<file path="src/hw/rtl/qibm_pkg.sv">
// shared types and constants for the quad inverse bilinear map
package qibm_pkg;

   localparam int CoordW = 16;
   localparam int PixW   = 12;
   localparam int OutW   = 16;
   localparam int RegCnt = 8;
   localparam int CsrIdxW = 3;

   localparam logic [1:0] STAT_INSIDE  = 2'd0;
   localparam logic [1:0] STAT_OUTSIDE = 2'd1;
   localparam logic [1:0] STAT_DEGEN   = 2'd2;

   localparam logic [CsrIdxW-1:0] REG_UL_X = 3'd0;
   localparam logic [CsrIdxW-1:0] REG_UL_Y = 3'd1;
   localparam logic [CsrIdxW-1:0] REG_LL_X = 3'd2;
   localparam logic [CsrIdxW-1:0] REG_LL_Y = 3'd3;
   localparam logic [CsrIdxW-1:0] REG_LR_X = 3'd4;
   localparam logic [CsrIdxW-1:0] REG_LR_Y = 3'd5;
   localparam logic [CsrIdxW-1:0] REG_UR_X = 3'd6;
   localparam logic [CsrIdxW-1:0] REG_UR_Y = 3'd7;

   typedef struct packed {
      logic signed [PixW-1:0] pixel_x;
      logic signed [PixW-1:0] pixel_y;
   } req_type;

   typedef struct packed {
      logic [1:0]      map_status;
      logic [OutW-1:0] tex_u;
      logic [OutW-1:0] tex_v;
   } rsp_type;

endpackage

</file>
<file path="src/hw/rtl/qibm_sqrt.sv">
// pipelined integer square root, one result bit per stage
module qibm_sqrt import qibm_pkg::*; #(
   parameter int InW = 70,
   parameter int TagW = 8
) (
   input  logic              clock,
   input  logic              reset,
   input  logic              in_valid,
   input  logic [InW-1:0]    in_rad,
   input  logic [TagW-1:0]   in_tag,
   output logic              out_valid,
   output logic [InW/2-1:0]  out_root,
   output logic [TagW-1:0]   out_tag
);
   localparam int RootW = InW / 2;

   logic              vld_ff  [RootW+1];
   logic [InW-1:0]    rem_ff  [RootW+1];
   logic [RootW-1:0]  root_ff [RootW+1];
   logic [TagW-1:0]   tag_ff  [RootW+1];

   always_comb begin
      vld_ff[0]  = in_valid;
      rem_ff[0]  = in_rad;
      root_ff[0] = '0;
      tag_ff[0]  = in_tag;
   end

   for (genvar s = 0; s < RootW; s++) begin : g_stage
      localparam int Bit = RootW - 1 - s;
      logic [InW+1:0]   trial_in;
      logic [RootW-1:0] cand_in;
      always_comb begin
         cand_in  = root_ff[s] | (RootW'(1) << Bit);
         // cand^2 - root^2 = (2*root + 2^bit) << bit
         trial_in = (({2'b0, InW'(root_ff[s])} << 1) + ((InW+2)'(1) << Bit)) << Bit;
      end
      logic              v_ff;
      logic [InW-1:0]    r_ff;
      logic [RootW-1:0]  q_ff;
      logic [TagW-1:0]   t_ff;
      always_ff @(posedge clock) begin
         if (reset) v_ff <= 1'b0;
         else v_ff <= vld_ff[s];
         t_ff <= tag_ff[s];
         if (trial_in <= {2'b0, rem_ff[s]}) begin
            r_ff <= rem_ff[s] - trial_in[InW-1:0];
            q_ff <= cand_in;
         end else begin
            r_ff <= rem_ff[s];
            q_ff <= root_ff[s];
         end
      end
      always_comb begin
         vld_ff[s+1]  = v_ff;
         rem_ff[s+1]  = r_ff;
         root_ff[s+1] = q_ff;
         tag_ff[s+1]  = t_ff;
      end
   end

   assign out_valid = vld_ff[RootW];
   assign out_root  = root_ff[RootW];
   assign out_tag   = tag_ff[RootW];
endmodule

</file>
<file path="config.mk">
export PLATFORM = sky130hd
export DESIGN_NAME = qibm_sqrt
export DESIGN_NICKNAME = d
export VERILOG_FILES = /design/src/hw/rtl/qibm_pkg.sv /design/src/hw/rtl/qibm_sqrt.sv
export SDC_FILE = /design/constraint.sdc
export NUM_CORES = 2
export LEC_CHECK = 0
export BUFFER_PORTS_ARGS = -buffer_cell sky130_fd_sc_hd__buf_2
export CAP_MARGIN = 20
export CORE_ASPECT_RATIO = 1.75
export CORE_MARGIN = 2
export CORE_UTILIZATION = 45
export CTS_BUF_LIST = sky130_fd_sc_hd__clkbuf_4
export CTS_CLUSTER_DIAMETER = 80
export DETAILED_ROUTE_END_ITERATION = 16
export HOLD_SLACK_MARGIN = 0.12
export PLACE_DENSITY = 0.64
export SETUP_SLACK_MARGIN = 0.4
export SKIP_LAST_GASP = 1
export SLEW_MARGIN = 15
export SYNTH_ARGS = -nofsm -noshare
export SYNTH_HDL_FRONTEND = slang
export SYNTH_SLANG_ARGS = --single-unit
</file>
<file path="constraint.sdc">
create_clock -name clock -period 3.45 [get_ports clock]
set_clock_uncertainty 0.1 [all_clocks]
set_input_delay 0.1725 -clock clock [delete_from_list [all_inputs] [get_ports clock]]
set_output_delay 0.1725 -clock clock [all_outputs]
set_load 0.01 [all_outputs]
</file>
* Yosys cells after proc, flatten, opt, wreduce, memory -nomap -nowiden
Index checks and enable logic that the tools add are counted.
** Storage, ports and cells
- Output and inout port bits :: 44
- Input bits :: 81
- Word-level logic and storage cells :: 311
- Register bits after elaboration :: 3920
** Operators by class
- Multiplexer cells :: 35
- Magnitude comparators :: 35
- $add $sub $neg :: 68
** Operators with widths (number)
- 70-bit two-way mux :: 34
- 37-bit by 70-bit <= comparator with 1-bit output :: 1
- 38-bit by 70-bit <= comparator with 1-bit output :: 1
- 39-bit by 70-bit <= comparator with 1-bit output :: 1
- 40-bit by 70-bit <= comparator with 1-bit output :: 1
- 41-bit by 70-bit <= comparator with 1-bit output :: 1
- 42-bit by 70-bit <= comparator with 1-bit output :: 1
- 43-bit by 70-bit <= comparator with 1-bit output :: 1
- 44-bit by 70-bit <= comparator with 1-bit output :: 1
- 45-bit by 70-bit <= comparator with 1-bit output :: 1
- 46-bit by 70-bit <= comparator with 1-bit output :: 1
- 47-bit by 70-bit <= comparator with 1-bit output :: 1
- 48-bit by 70-bit <= comparator with 1-bit output :: 1
- 49-bit by 70-bit <= comparator with 1-bit output :: 1
- 50-bit by 70-bit <= comparator with 1-bit output :: 1
- 51-bit by 70-bit <= comparator with 1-bit output :: 1
- 52-bit by 70-bit <= comparator with 1-bit output :: 1
- 53-bit by 70-bit <= comparator with 1-bit output :: 1
- 54-bit by 70-bit <= comparator with 1-bit output :: 1
- 55-bit by 70-bit <= comparator with 1-bit output :: 1
- 56-bit by 70-bit <= comparator with 1-bit output :: 1
- 57-bit by 70-bit <= comparator with 1-bit output :: 1
- 58-bit by 70-bit <= comparator with 1-bit output :: 1
- 59-bit by 70-bit <= comparator with 1-bit output :: 1
- other kinds (81) :: 81

* Longest topological paths before layout
- Depth in word-level cells :: 3
- Gate-level depth with buffers :: 14
- Depth with buffers taken out :: 13

* Least setup slack after synthesis
Ideal clock, no wire load.
- Path kind :: register to register
- Start point :: register g_stage[29].q_ff[22]
- End point :: register g_stage[30].r_ff[44]
- Setup time :: 135 ps
- Clock period less this slack :: 3375 ps
- Data required time :: 3215 ps
- Cell stages (with the launch flop) :: 14
- Data arrival time :: 3140 ps
- Path buffers :: 2
- Slack :: 75 ps
- Cell sequence :: dfxtp_1 > inv_1 > ha_1 > clkbuf_1 > nand2_1 > or3_1 > or2_2 > a31oi_1 > o21ai_0 > o21a_1 > a2111o_1 > clkbuf_1 > nor4b_1 > xor2_1
** On the way
- Word-level cells in the longest chain between the ends :: 3
- Elaborated cells on any way between the ends :: 4
- Those cells by class :: add/sub: 2; order compare: 1; mux: 1
** RTL lines
- start: declaration :: RTL line qibm_sqrt.sv:40 : logic [RootW-1:0] q_ff;
- start signal: assignment :: RTL line qibm_sqrt.sv:48 : q_ff <= cand_in;
- start signal: assignment :: RTL line qibm_sqrt.sv:51 : q_ff <= root_ff[s];
- 36-bit by 5-bit adder with 37-bit output * :: RTL line qibm_sqrt.sv:36 : trial_in = (({2'b0, InW'(root_ff[s])} << 1) + ((InW+2)'(1) << Bit)) << Bit;
- 70-bit by 41-bit subtractor with 70-bit output / 41-bit by 70-bit <= comparator with 1-bit output (equally long branches) :: RTL line qibm_sqrt.sv:47, qibm_sqrt.sv:46
- 70-bit two-way mux * :: RTL line qibm_sqrt.sv:46 : if (trial_in <= {2'b0, rem_ff[s]}) begin
- end signal: assignment :: RTL line qibm_sqrt.sv:47 : r_ff <= rem_ff[s] - trial_in[InW-1:0];
- end signal: assignment :: RTL line qibm_sqrt.sv:50 : r_ff <= rem_ff[s];
- end: declaration :: RTL line qibm_sqrt.sv:39 : logic [InW-1:0] r_ff;
Every way passes the cells marked *; elsewhere a longest branch is shown, timed or not.
A chain may end at the register's enable or synchronous reset.

* Worst setup path after layout
- Start point :: register g_stage[29].q_ff[10]
- End point :: register g_stage[30].r_ff[49]
Same word-level chain as after synthesis.

==> metrics.cfg <==
[worst_setup_path]
slowest_stage=dfxtp_1
worst_ep_required_time_ns=4.55
start_kind=register
end_kind=register
critical_path.max_fanout=5
max_stage_delay_ns=0.36
worstPathArrival_ns=4.75
crit_path_frequent_cell=buf_4
rr_worst_depth=18
path_class=reg -> reg
cp_cell_sequence=inv_1 -> ha_1 -> a21oi_2 -> buf_4 -> o21bai_1 -> o311ai_1 -> buf_4 -> a21oi_2 -> buf_6 -> o2111ai_4 -> buf_6 -> a21oi_2 -> buf_4 -> nor4_4 -> buf_4 -> buf_8 -> nand2_2 -> xnor2_1

[drt]
initialDrtViolationCount=4426
wirelength_um=459000
vias_per_cell=5.36
ant_nets=0
drc=0
dr_total_vias=102604
firstDrtPassIters=7
wl_per_cell_um=24.0

[yosys]
yosysWarnings=0
synthMuxAreaShare_pct=1.04
synth-edff-count=0
yosys-top-cells-area=dfxtp_1 (54%), ha_1 (6.8%), xnor2_1 (4.4%)
synthAdderAreaFrac_pct=6.77
synthArstFlopShare_pct=0
yosys.area_share.simple_pct=15.1
synth-xor-area-share_pct=7.74
synthTopCellsByCount=dfxtp_1 (3325), inv_1 (821), nor2_1 (800)
synth_compound_area_share_pct=11.4
yosysSeqAreaShare_pct=54.5
post-synth-top-count-cell=dfxtp_1
synth.net_count=12821
synth_area_um2=122000
synthCells=12079
synth_flop_cell=dfxtp_1
synth.avg_cell_area_um2=10.1
synth_area_leader_cell=dfxtp_1
synth_top_family_by_area=simple AND/OR/NAND/NOR gates
yosysTopAreaCellShare_pct=54.5
ys_types=98
ys_ff_latch=3325

[clocking]
h-tree-depth=6
clkSinkCount=3325
cts_root_buf=clkbuf_4
path_clk_slew_ns=0.08
cts_tree=done
max-clock-path-buffers=4
cts_made_buffers=743
worst_skew_pair.late_latency_ns=1.50

[placed_design]
io_buffers=124
dp_slack_ns=-0.714
dpl_cell_area_um2=138000
gp_congestion=1.07
dp.cells=16992
hpwl_um=336000

[worst_hold_path]
hold_path_depth=0
hp-class=reg -> reg

[final_layout]
area.growth.synth_to_final_pct=33.8
design_area_um2=163000
finalNetCount=15538
drive_gt1_share_pct=29.8
fillers=22564
postLayoutCoreUtil_pct=60.4
stdcell_count=19132

[status]
violations=setup timing
run_status=complete, but fails checks

[sta]
worst_slack_ns=-0.197
grt_setup_unrepaired=true
fin_crit_ns=3.65
tns_ns=-3.50
max_freq_mhz=274
hold_violations=0
fin_hold_ws_ns=0.172
finalSetupViolCount=48
min_period_over_period_pct=106
worst_pin_slew_ns=1.31
slew_violations=0
relSlewSlack_pct=12.3

[pwr]
power_density_nw_per_um2=751
ir_worst_vdd_mv=0.721
finalPower_mw=123
leakage_nw=73.8

[die]
dieWidth_um=398
initial_utilization_pct=45.1
die_h_um=693
num_rows=253
die-area_um2=276000
core-area_um2=271000
io_pins=125

[global_route]
gr-total-overflow=0
grt_pass1_vias=110531
track_usage_pct=31.8
grt_max_degree=63
antenna_found_initial=54
grt_pass1_wl_um=650000

[flow_run]
cap_violations=0

[flip-flops by register name, summed over array words and instances, names as in the netlist]
name          cells
g_stage.t_ff    272
out_tag           8
g_stage.q_ff    595
g_stage.r_ff   2380
g_stage.v_ff     34
out_root         35
out_valid         1
[cells by family (layout without fill, tap and decap cells)]
kind of cell | after synthesis | count (layout)
muxes | 114 | 114
xor gates and xnor gates | 1079 | 1079
DFF | 3325 | 3325
AOI/OAI and AO/OA | 2253 | 2253
adders and majority gates | 661 | 661
and+or+nand+nor | 3551 | 3555
other | 0 | 215
buffers and inverters | 1096 | 4360
[power by group]
group	leakage (nW)	internal, mW	switching, mW
clock network	5.41	14.4	15.6
logic	40.6	18.1	20.8
registers	27.8	46.3	7.42
[what timing repair did]
item | 4_1_cts | 5_1_grt
hold buffers | 244 | 1
pin swaps | 354 | 237
gates cloned | 31 | 30
buffers inserted | 209 | 114
hold endpoints to repair | 114 | 1
setup endpoints to repair | 1028 | 1084
gates resized for setup | 1149 | 774
[routing by layer]
metal  up-vias  share of wire [%]  track usage [%]
met5         -              0.030                0
met1     48655                 24             19.6
met4        22                 15             40.2
met2      3523                 57             64.2
met3      2246                4.1             6.75
li1      48158                  -                -
[worst max-delay path: cells and delay by family (launching register included)]
family                     cells  cell delay [ns]
and+or+nand+nor                2             0.35
xor gates and xnor gates       1             0.14
adders and majority gates      1             0.31
AOI/OAI and AO/OA              6             0.91
DFF                            1             0.36
buffers and inverters          8             1.18
[worst paths after layout]
kind / slack (ns) / start / to
worst max-delay path: -0.20 / g_stage[29].q_ff[10]$_DFF_P_ / g_stage[30].r_ff[49]$_DFF_P_
worst min-delay path: 0.17 / g_stage[18].q_ff[30]$_DFF_P_ / g_stage[19].q_ff[30]$_DFF_P_
worst max register to register: -0.20 / g_stage[29].q_ff[10]$_DFF_P_ / g_stage[30].r_ff[49]$_DFF_P_
worst min register to register: 0.17 / g_stage[18].q_ff[30]$_DFF_P_ / g_stage[19].q_ff[30]$_DFF_P_
[cell type report]
type | instances | area [µm²] | share of cell area, %
well taps | 3570 | 4470 | 2.73
inverters | 826 | 3130 | 1.92
clock inverters | 271 | 1400 | 0.854
diodes | 215 | 538 | 0.329
clock buffers | 1025 | 7690 | 4.71
multi-input cells | 7662 | 59600 | 36.5
flip-flops and latches | 3325 | 66800 | 40.9
repair buffers | 2237 | 19800 | 12.1
repair inverters | 1 | 7.51 | 0.00459
[layout by cell type (no fill, tap or decap), types with 109 or more instances in the layout]
cell type / Yosys / routed
xnor2_1: 614 / 582
clkinv_1: 1 / 182
nor3_1: 291 / 214
ha_1: 661 / 500
xor2_1: 465 / 462
nand4_1: 212 / 212
buf_2: 30 / 125
nor4_1: 398 / 317
clkbuf_4: 0 / 1025
nor2b_1: 123 / 109
ha_4: 0 / 143
buf_4: 1 / 1565
buf_6: 1 / 157
a21oi_1: 775 / 670
dfxtp_2: 0 / 160
nand2b_1: 124 / 114
dlygate4sd3_1: 0 / 244
a21o_1: 288 / 282
nand2_1: 748 / 684
nor2_1: 800 / 710
dfxtp_1: 3325 / 3155
nand3_1: 223 / 166
inv_1: 821 / 765
o21ai_0: 515 / 437
diode_2: 0 / 215
No activity file was read; power rests on OpenSTA's default activity.
