`src/hw/rtl/qibm_pkg.sv`:
```
// shared types and constants for the quad inverse bilinear map
package qibm_pkg;

   localparam int CoordW = 16;
   localparam int PixW   = 12;
   localparam int OutW   = 16;
   localparam int RegCnt = 8;
   localparam int CsrIdxW = 3;

   localparam logic [1:0] STAT_INSIDE  = 2'd0;
   localparam logic [1:0] STAT_OUTSIDE = 2'd1;
   localparam logic [1:0] STAT_DEGEN   = 2'd2;

   localparam logic [CsrIdxW-1:0] REG_UL_X = 3'd0;
   localparam logic [CsrIdxW-1:0] REG_UL_Y = 3'd1;
   localparam logic [CsrIdxW-1:0] REG_LL_X = 3'd2;
   localparam logic [CsrIdxW-1:0] REG_LL_Y = 3'd3;
   localparam logic [CsrIdxW-1:0] REG_LR_X = 3'd4;
   localparam logic [CsrIdxW-1:0] REG_LR_Y = 3'd5;
   localparam logic [CsrIdxW-1:0] REG_UR_X = 3'd6;
   localparam logic [CsrIdxW-1:0] REG_UR_Y = 3'd7;

   typedef struct packed {
      logic signed [PixW-1:0] pixel_x;
      logic signed [PixW-1:0] pixel_y;
   } req_type;

   typedef struct packed {
      logic [1:0]      map_status;
      logic [OutW-1:0] tex_u;
      logic [OutW-1:0] tex_v;
   } rsp_type;

endpackage

```
`src/hw/rtl/qibm_div.sv`:
```
// pipelined restoring divider: magnitude quotient with sticky remainder
module qibm_div import qibm_pkg::*; #(
   parameter int NumW = 64,
   parameter int DenW = 48,
   parameter int QW = 18,
   parameter int TagW = 8
) (
   input  logic             clock,
   input  logic             reset,
   input  logic             in_valid,
   input  logic [NumW-1:0]  in_num,
   input  logic [DenW-1:0]  in_den,
   input  logic [TagW-1:0]  in_tag,
   output logic             out_valid,
   output logic [QW-1:0]    out_quo,
   output logic             out_rem_nz,
   output logic [TagW-1:0]  out_tag
);
   // computes floor(num / den) restricted to QW bits; caller scales num, and a
   // quotient needing more bits saturates to all ones with the sticky flag set
   localparam int RW = DenW + 1;

   logic            vld_ff [QW+1];
   logic [RW-1:0]   rem_ff [QW+1];
   logic [NumW-1:0] num_ff [QW+1];
   logic [DenW-1:0] den_ff [QW+1];
   logic [QW-1:0]   quo_ff [QW+1];
   logic            ovf_ff [QW+1];
   logic [TagW-1:0] tag_ff [QW+1];

   // the high part of num above QW bits is handled as one first step
   logic [NumW+RW-1:0] hi_in;
   logic               ovf_in;
   logic [RW-1:0]      r0_in;
   always_comb begin
      hi_in  = {{RW{1'b0}}, in_num} >> QW;
      // quotient bits above QW exist when high part >= den
      ovf_in = hi_in >= {{(NumW){1'b0}}, 1'b0, in_den};
      r0_in  = hi_in[RW-1:0];
      vld_ff[0] = in_valid;
      rem_ff[0] = ovf_in ? '0 : r0_in;
      num_ff[0] = in_num;
      den_ff[0] = in_den;
      quo_ff[0] = '0;
      ovf_ff[0] = ovf_in;
      tag_ff[0] = in_tag;
   end

   for (genvar s = 0; s < QW; s++) begin : g_stage
      localparam int Bit = QW - 1 - s;
      logic [RW-1:0] sh_in;
      always_comb sh_in = {rem_ff[s][RW-2:0], num_ff[s][Bit]};
      logic            v_ff, o_ff;
      logic [RW-1:0]   r_ff;
      logic [NumW-1:0] n_ff;
      logic [DenW-1:0] d_ff;
      logic [QW-1:0]   q_ff;
      logic [TagW-1:0] t_ff;
      always_ff @(posedge clock) begin
         if (reset) v_ff <= 1'b0;
         else v_ff <= vld_ff[s];
         n_ff <= num_ff[s];
         d_ff <= den_ff[s];
         t_ff <= tag_ff[s];
         o_ff <= ovf_ff[s];
         if (sh_in >= {1'b0, den_ff[s]}) begin
            r_ff <= sh_in - {1'b0, den_ff[s]};
            q_ff <= quo_ff[s] | (QW'(1) << Bit);
         end else begin
            r_ff <= sh_in;
            q_ff <= quo_ff[s];
         end
      end
      always_comb begin
         vld_ff[s+1] = v_ff;
         rem_ff[s+1] = r_ff;
         num_ff[s+1] = n_ff;
         den_ff[s+1] = d_ff;
         quo_ff[s+1] = q_ff;
         ovf_ff[s+1] = o_ff;
         tag_ff[s+1] = t_ff;
      end
   end

   assign out_valid  = vld_ff[QW];
   assign out_quo    = ovf_ff[QW] ? '1 : quo_ff[QW];
   assign out_rem_nz = ovf_ff[QW] | (rem_ff[QW] != '0);
   assign out_tag    = tag_ff[QW];
endmodule

```
`config.mk`:
```
export PLATFORM = sky130hd
export DESIGN_NAME = qibm_div
export DESIGN_NICKNAME = d
export VERILOG_FILES = /design/src/hw/rtl/qibm_pkg.sv /design/src/hw/rtl/qibm_div.sv
export SDC_FILE = /design/constraint.sdc
export NUM_CORES = 2
export LEC_CHECK = 0
export BUFFER_PORTS_ARGS = -buffer_cell sky130_fd_sc_hd__buf_2
export CAP_MARGIN = 20
export CORE_ASPECT_RATIO = 0.6
export CORE_MARGIN = 10
export CORE_UTILIZATION = 55
export CTS_CLUSTER_SIZE = 40
export DETAILED_ROUTE_END_ITERATION = 8
export GPL_TIMING_DRIVEN = 1
export MAX_ROUTING_LAYER = met4
export PLACE_DENSITY_LB_ADDON = 0.2
export SLEW_MARGIN = 0
export SYNTH_ARGS = -nofsm -noshare
export SYNTH_HDL_FRONTEND = slang
export SYNTH_SLANG_ARGS = --single-unit
```
`constraint.sdc`:
```
create_clock -name clock -period 16.7 [get_ports clock]
set_input_delay 0.835 -clock clock [delete_from_list [all_inputs] [get_ports clock]]
set_output_delay 0.835 -clock clock [all_outputs]
set_load 0.1 [all_outputs]
```
# --- Word-level counts from Yosys, hierarchy flattened ---
# Index checks and enable logic that the tools add are counted.
# Widths: inputs -> output; s select.
op_classes:
  n_addsub: 18
  magnitude_cmp: 19
  muxes: 21
  n_bitwise: 1
  reduce_logical: 1
ops:
  columns: ["cell", "count"]
  rows:
  - ["$ge 49x48->1", 17]
  - ["$mux 48", 17]
  - ["$sub 48x48->48", 16]
  - ["$mux 49", 1]
  - ["$reduce_bool 49->1", 1]
  - ["$sub 49x48->49", 1]
  - ["$ge 46x48->1", 1]
  - ["$ge 47x48->1", 1]
  - ["$sub 47x48->48", 1]
  - ["$mux 46", 1]
  - ["$mux 18", 2]
  - ["$or 1x1->1", 1]
word_totals:
  ff_bits: 2338
  input_bits: 123
  out_inout_bits: 28
  wordCells: 201

# --- Depth between registers and ports, before layout ---
logic_depth:
  word_depth: 4
  ltp_mapped: 27
  ltp_nobuf: 25

# --- Worst setup path before layout ---
# No wires, ideal clock.
synth_path:
  kind: "input to register"
  startpoint: "input port in_den[37]"
  endpoint: "register g_stage[0].r_ff[18]"
  setup_time_ps: 87
  t_arrival_ps: 5853
  slack_ps: 10760
  cell_stages: 26
  n_path_buf: 3
  path_cell_list: "inv_1 ha_1 a21o_1 a21o_1 a21oi_1 o21ai_0 or4b_2 a21oi_1 nor3_1 a21oi_1 clkbuf_1 and2_1 ha_1 a21o_1 a21o_1 a221o_1 a21oi_1 a21oi_1 o211ai_1 a211o_1 a21oi_1 o21ai_0 clkbuf_1 clkbuf_1 nand3_1 o31ai_1"
synth_via:
  elab_chain_len: 4
synth_lines:
  columns: ["element", "line_no", "source"]
  rows:
  - ["start: declaration", "qibm_div.sv:12", "input logic [DenW-1:0] in_den,"]
  - ["$ge 46x48->1", "qibm_div.sv:38", "ovf_in = hi_in >= {{(NumW){1'b0}}, 1'b0, in_den};"]
  - ["$mux 46", "qibm_div.sv:41", "rem_ff[0] = ovf_in ? '0 : r0_in;"]
  - ["$sub 47x48->48 / $ge 47x48->1 (equally long branches)", "qibm_div.sv:67, qibm_div.sv:66", null]
  - ["$mux 48 (*)", "qibm_div.sv:66", "if (sh_in >= {1'b0, den_ff[s]}) begin"]
  - ["end signal: assignment", "qibm_div.sv:67", "r_ff <= sh_in - {1'b0, den_ff[s]};"]
  - ["end signal: assignment", "qibm_div.sv:70", "r_ff <= sh_in;"]
  - ["end: declaration", "qibm_div.sv:54", "logic [RW-1:0] r_ff;"]
# Mark *: on every way between the ends. The rest lies on a longest branch, timed or not.
# A chain may end at the register's enable or synchronous reset.

# --- Final worst setup path ---
layout_path:
  startpoint: "input port in_num[55]"
  endpoint: "register g_stage[0].r_ff[7]"
layout_via:
  elab_chain_len: 4
layout_lines:
  columns: ["element", "line_no", "source"]
  rows:
  - ["start: declaration", "qibm_div.sv:11", "input logic [NumW-1:0] in_num,"]
  - ["$ge 46x48->1", "qibm_div.sv:38", null]
  - ["$mux 46 (*)", "qibm_div.sv:41", null]
  - ["$sub 47x48->48 / $ge 47x48->1 (equally long branches)", "qibm_div.sv:67, qibm_div.sv:66", null]
  - ["$mux 48 (*)", "qibm_div.sv:66", null]
# Marked as above.

==> flow_metrics.env <==
export IMPL_ir_worst_vdd_v=0.0001406
export IMPL_syn_avg_cell_area_um2=9.024
export IMPL_grt_usage_pct=32.49
export IMPL_die_w_um=582.2
export IMPL_synthArstFlopShare_pct=0
export IMPL_clock_root_buffer="clkbuf_16"
export IMPL_clock_latency_ns=0.90
export IMPL_yosysMostFrequentCell="dfxtp_1"
export IMPL_avgViaCountPerCell=5.997
export IMPL_wl_per_cell_um=23.99
export IMPL_fin_nets=12690
export IMPL_synthCells=11560
export IMPL_relSlewSlack_pct=9.974
export IMPL_yosysWarnings=0
export IMPL_rsz0062_at_grt="false"
export IMPL_io_pins=151
export IMPL_dr_total_vias=85960
export IMPL_area_growth_pct=10.35
export IMPL_die_area_um2=208000
export IMPL_worstHoldPathType="in -> reg"
export IMPL_fin_tns_setup_ns=0
export IMPL_swShare_pct=44.13
export IMPL_p_leak_nw=53.79
export IMPL_power_internal_mw=15.25
export IMPL_cp_startpoint="in_num[55]"
export IMPL_end_kind="flop"
export IMPL_setup_worst_path_end="g_stage[0].r_ff[7]"
export IMPL_start_util_pct=55.50
export IMPL_worst_slew_pin_slew_ns=1.347
export IMPL_power_density_nw_per_um2=237.2
export IMPL_grt_max_degree=96
export IMPL_ys_seq_elements=2185
export IMPL_start_kind="input port"
export IMPL_min_period_over_period_pct=43.12
export IMPL_r2r_slack_ns=10.23
export IMPL_clockBufferDepth=4
export IMPL_wl_um=343900
export IMPL_finClkSkew_ns=0.07478
export IMPL_arrival_ns=7.92
export IMPL_port_buffers=150
export IMPL_drt_initial_drc_count=11150
export IMPL_run_status="complete, no violations"
export IMPL_cts_buffers=208
export IMPL_crit_fanout=41
export IMPL_synth_area_um2=104300
export IMPL_synth_area_leader_cell="dfxtp_1"
export IMPL_die_height_um=357.3
export IMPL_synth_nets=12610
export IMPL_synthFlopType="dfxtp_1"
export IMPL_r2r_end="g_stage[13].r_ff[17]"
export IMPL_finalSetupViolCount=0
export IMPL_cts_resized=0
export IMPL_required_ns=17.42
export IMPL_clockPowerShare_pct=18.7
export IMPL_antenna_found_initial=26
export IMPL_combinationalPowerShare_pct=53.1
export IMPL_max_freq_mhz=138.9
export IMPL_netlist_area_leader_share_pct=41.94
export IMPL_drc=0
export IMPL_drv_cap=0
export IMPL_netlist_top_cells_count="dfxtp_1, a21oi_1, inv_1"
export IMPL_grt_pass1_wl_um=503800
export IMPL_rows=123
export IMPL_worst_r2r_path_depth=13
export IMPL_htree_num_levels=4
export IMPL_layout_drive_gt1_share_pct=8.587
export IMPL_cts_tree="built"
export IMPL_drv_slew=0
export IMPL_fin_total_pwr_mw=27.30
export IMPL_antenna_violating_nets_post_route=0
export IMPL_synth_seq_area_share_pct=41.94
export IMPL_synth_area_top_cells="dfxtp_1, ha_1, a21oi_1, a21o_1, inv_1"
export IMPL_clock_sinks=2185
export IMPL_setup_worst_path_class="in -> reg"
export IMPL_post_synth_num_cell_types=92
export IMPL_grt_pass1_vias=77590
export IMPL_synth_edf_count=0
export IMPL_pwr_share_seq_pct=28.2
export IMPL_dr_pass1_iters=8
export IMPL_switchingPower_mw=12.05
export IMPL_dpl_hpwl_um=277000
export IMPL_core_area_um2=187900
export IMPL_place_gp_congestion=1.132
export IMPL_period_minus_slack_ns=7.200
export IMPL_clkTransAtPathRegs_ns=0.06
export IMPL_hold_violations=0
export IMPL_r2r_start="g_stage[12].d_ff[9]"
export IMPL_gr_total_overflow=0
[critical path, stage by stage]
cell	delay [ns]
buf_2	0.12
ha_1	0.31
a21o_1	0.18
a21o_1	0.17
a21oi_1	0.25
o21ai_0	0.41
or4b_2	0.77
a21oi_1	0.22
nor3_1	0.12
a21oi_4	0.12
buf_4	0.29
and2_1	0.17
ha_1	0.36
a21o_1	0.17
a21oi_1	0.11
o21ai_0	0.24
nand2_1	0.20
a21oi_1	0.38
o211ai_1	0.34
a211o_1	0.35
a21oi_1	0.37
o21ai_4	0.09
buf_4	0.30
clkinv_1	0.09
buf_4	0.45
mux2_2	0.41
[metal layers]
metal | vias up | track usage [%] | routed length, um
met5 | - | - | 0
met4 | 0 | 3.477 | 3077
met3 | 277 | 20.56 | 64470
met2 | 4277 | 30.87 | 97950
met1 | 40920 | 52.41 | 178400
li1 | 40490 | - | -
[power groups by stage]
stage	Clock (mW)	Combinational, mW	Sequential (mW)
3_3_place_gp	0	13.4	7.73
2_1_floorplan	0	9.99	7.33
4_1_cts	5.17	13.7	7.65
5_1_grt	5.37	15.6	7.80
6_report	5.11	14.5	7.70
3_5_place_dp	0	13.6	7.73
[area by class of cell]
cell class | instances | area, um2
antenna | 26 | 65.06
clock buffer | 265 | 5792
clock inverter | 109 | 1531
fill | 15980 | 72830
inverter | 1098 | 4121
multi-input combinational | 7905 | 55170
sequential | 2185 | 43740
tap | 2500 | 3128
timing repair buffer | 246 | 1528
[metrics by stage]
| step | instance area [um2] | instances | hold slack [ns] | worst slack (ns) | util, % |
|---|---|---|---|---|---|
| floorplan | 104300 | 11560 | 0.3096 | 10.76 | - |
| global placement | 107400 | 13900 | 0.3096 | 8.844 | 57.13 |
| detailed placement | 107400 | 13900 | 0.3121 | 8.871 | 57.15 |
| CTS | 114900 | 14290 | 0.0004676 | 9.727 | 61.12 |
| global route | 115100 | 14330 | 0.0007768 | 9.196 | 61.23 |
| finish | 115100 | 14330 | 0.04945 | 9.500 | 61.24 |
[kinds of logic after synthesis]
kind of cell               Yosys count  share of synthesized area, %
muxes                              331                         3.572
adders and majority gates          927                         11.25
DFF                               2185                         41.94
xor gates and xnor gates           750                         6.299
and+or+nand+nor                   2654                         12.10
AOI/OAI and AO/OA                 3243                         19.48
buffers and inverters             1467                         5.358
[cells in the final DEF (no fill, tap or decap), types with 151 or more instances in the layout]
master,instances
a21o_1,568
a21oi_1,1097
buf_2,151
clkbuf_16,210
dfxtp_1,2184
ha_1,909
inv_1,1095
mux2_2,305
nand2_1,783
nand3_1,185
nand4_1,208
nor2_1,716
o21ai_0,648
xnor2_1,431
xor2_1,319
[sequential cells by signal, summed over array words and instances (netlist names)]
name          count
out_valid         1
g_stage.t_ff    136
g_stage.n_ff    153
g_stage.o_ff     18
g_stage.v_ff     17
out_tag           8
g_stage.d_ff    816
g_stage.r_ff    865
g_stage.q_ff    171
[worst min path at each step]
stage	slack (ns)	end	depth (start not counted)	start
after floorplan	0.31	g_stage[10].n_ff[0]	0	g_stage[9].n_ff[0]
after global placement	0.31	g_stage[13].t_ff[1]	0	g_stage[12].t_ff[1]
after detailed placement	0.31	g_stage[5].t_ff[5]	0	g_stage[4].t_ff[5]
after CTS	0.0005	g_stage[0].n_ff[6]	1	in_num[6]
after global routing	0.0008	g_stage[0].n_ff[6]	1	in_num[6]
final	0.05	g_stage[0].n_ff[6]	1	in_num[6]
[repair_timing]
item / in CTS / in global routing
hold buffers: 14 / 0
setup buffers: 0 / 0
hold endpoints to repair: 14 / 0
Power figures use the tool's default switching activity.
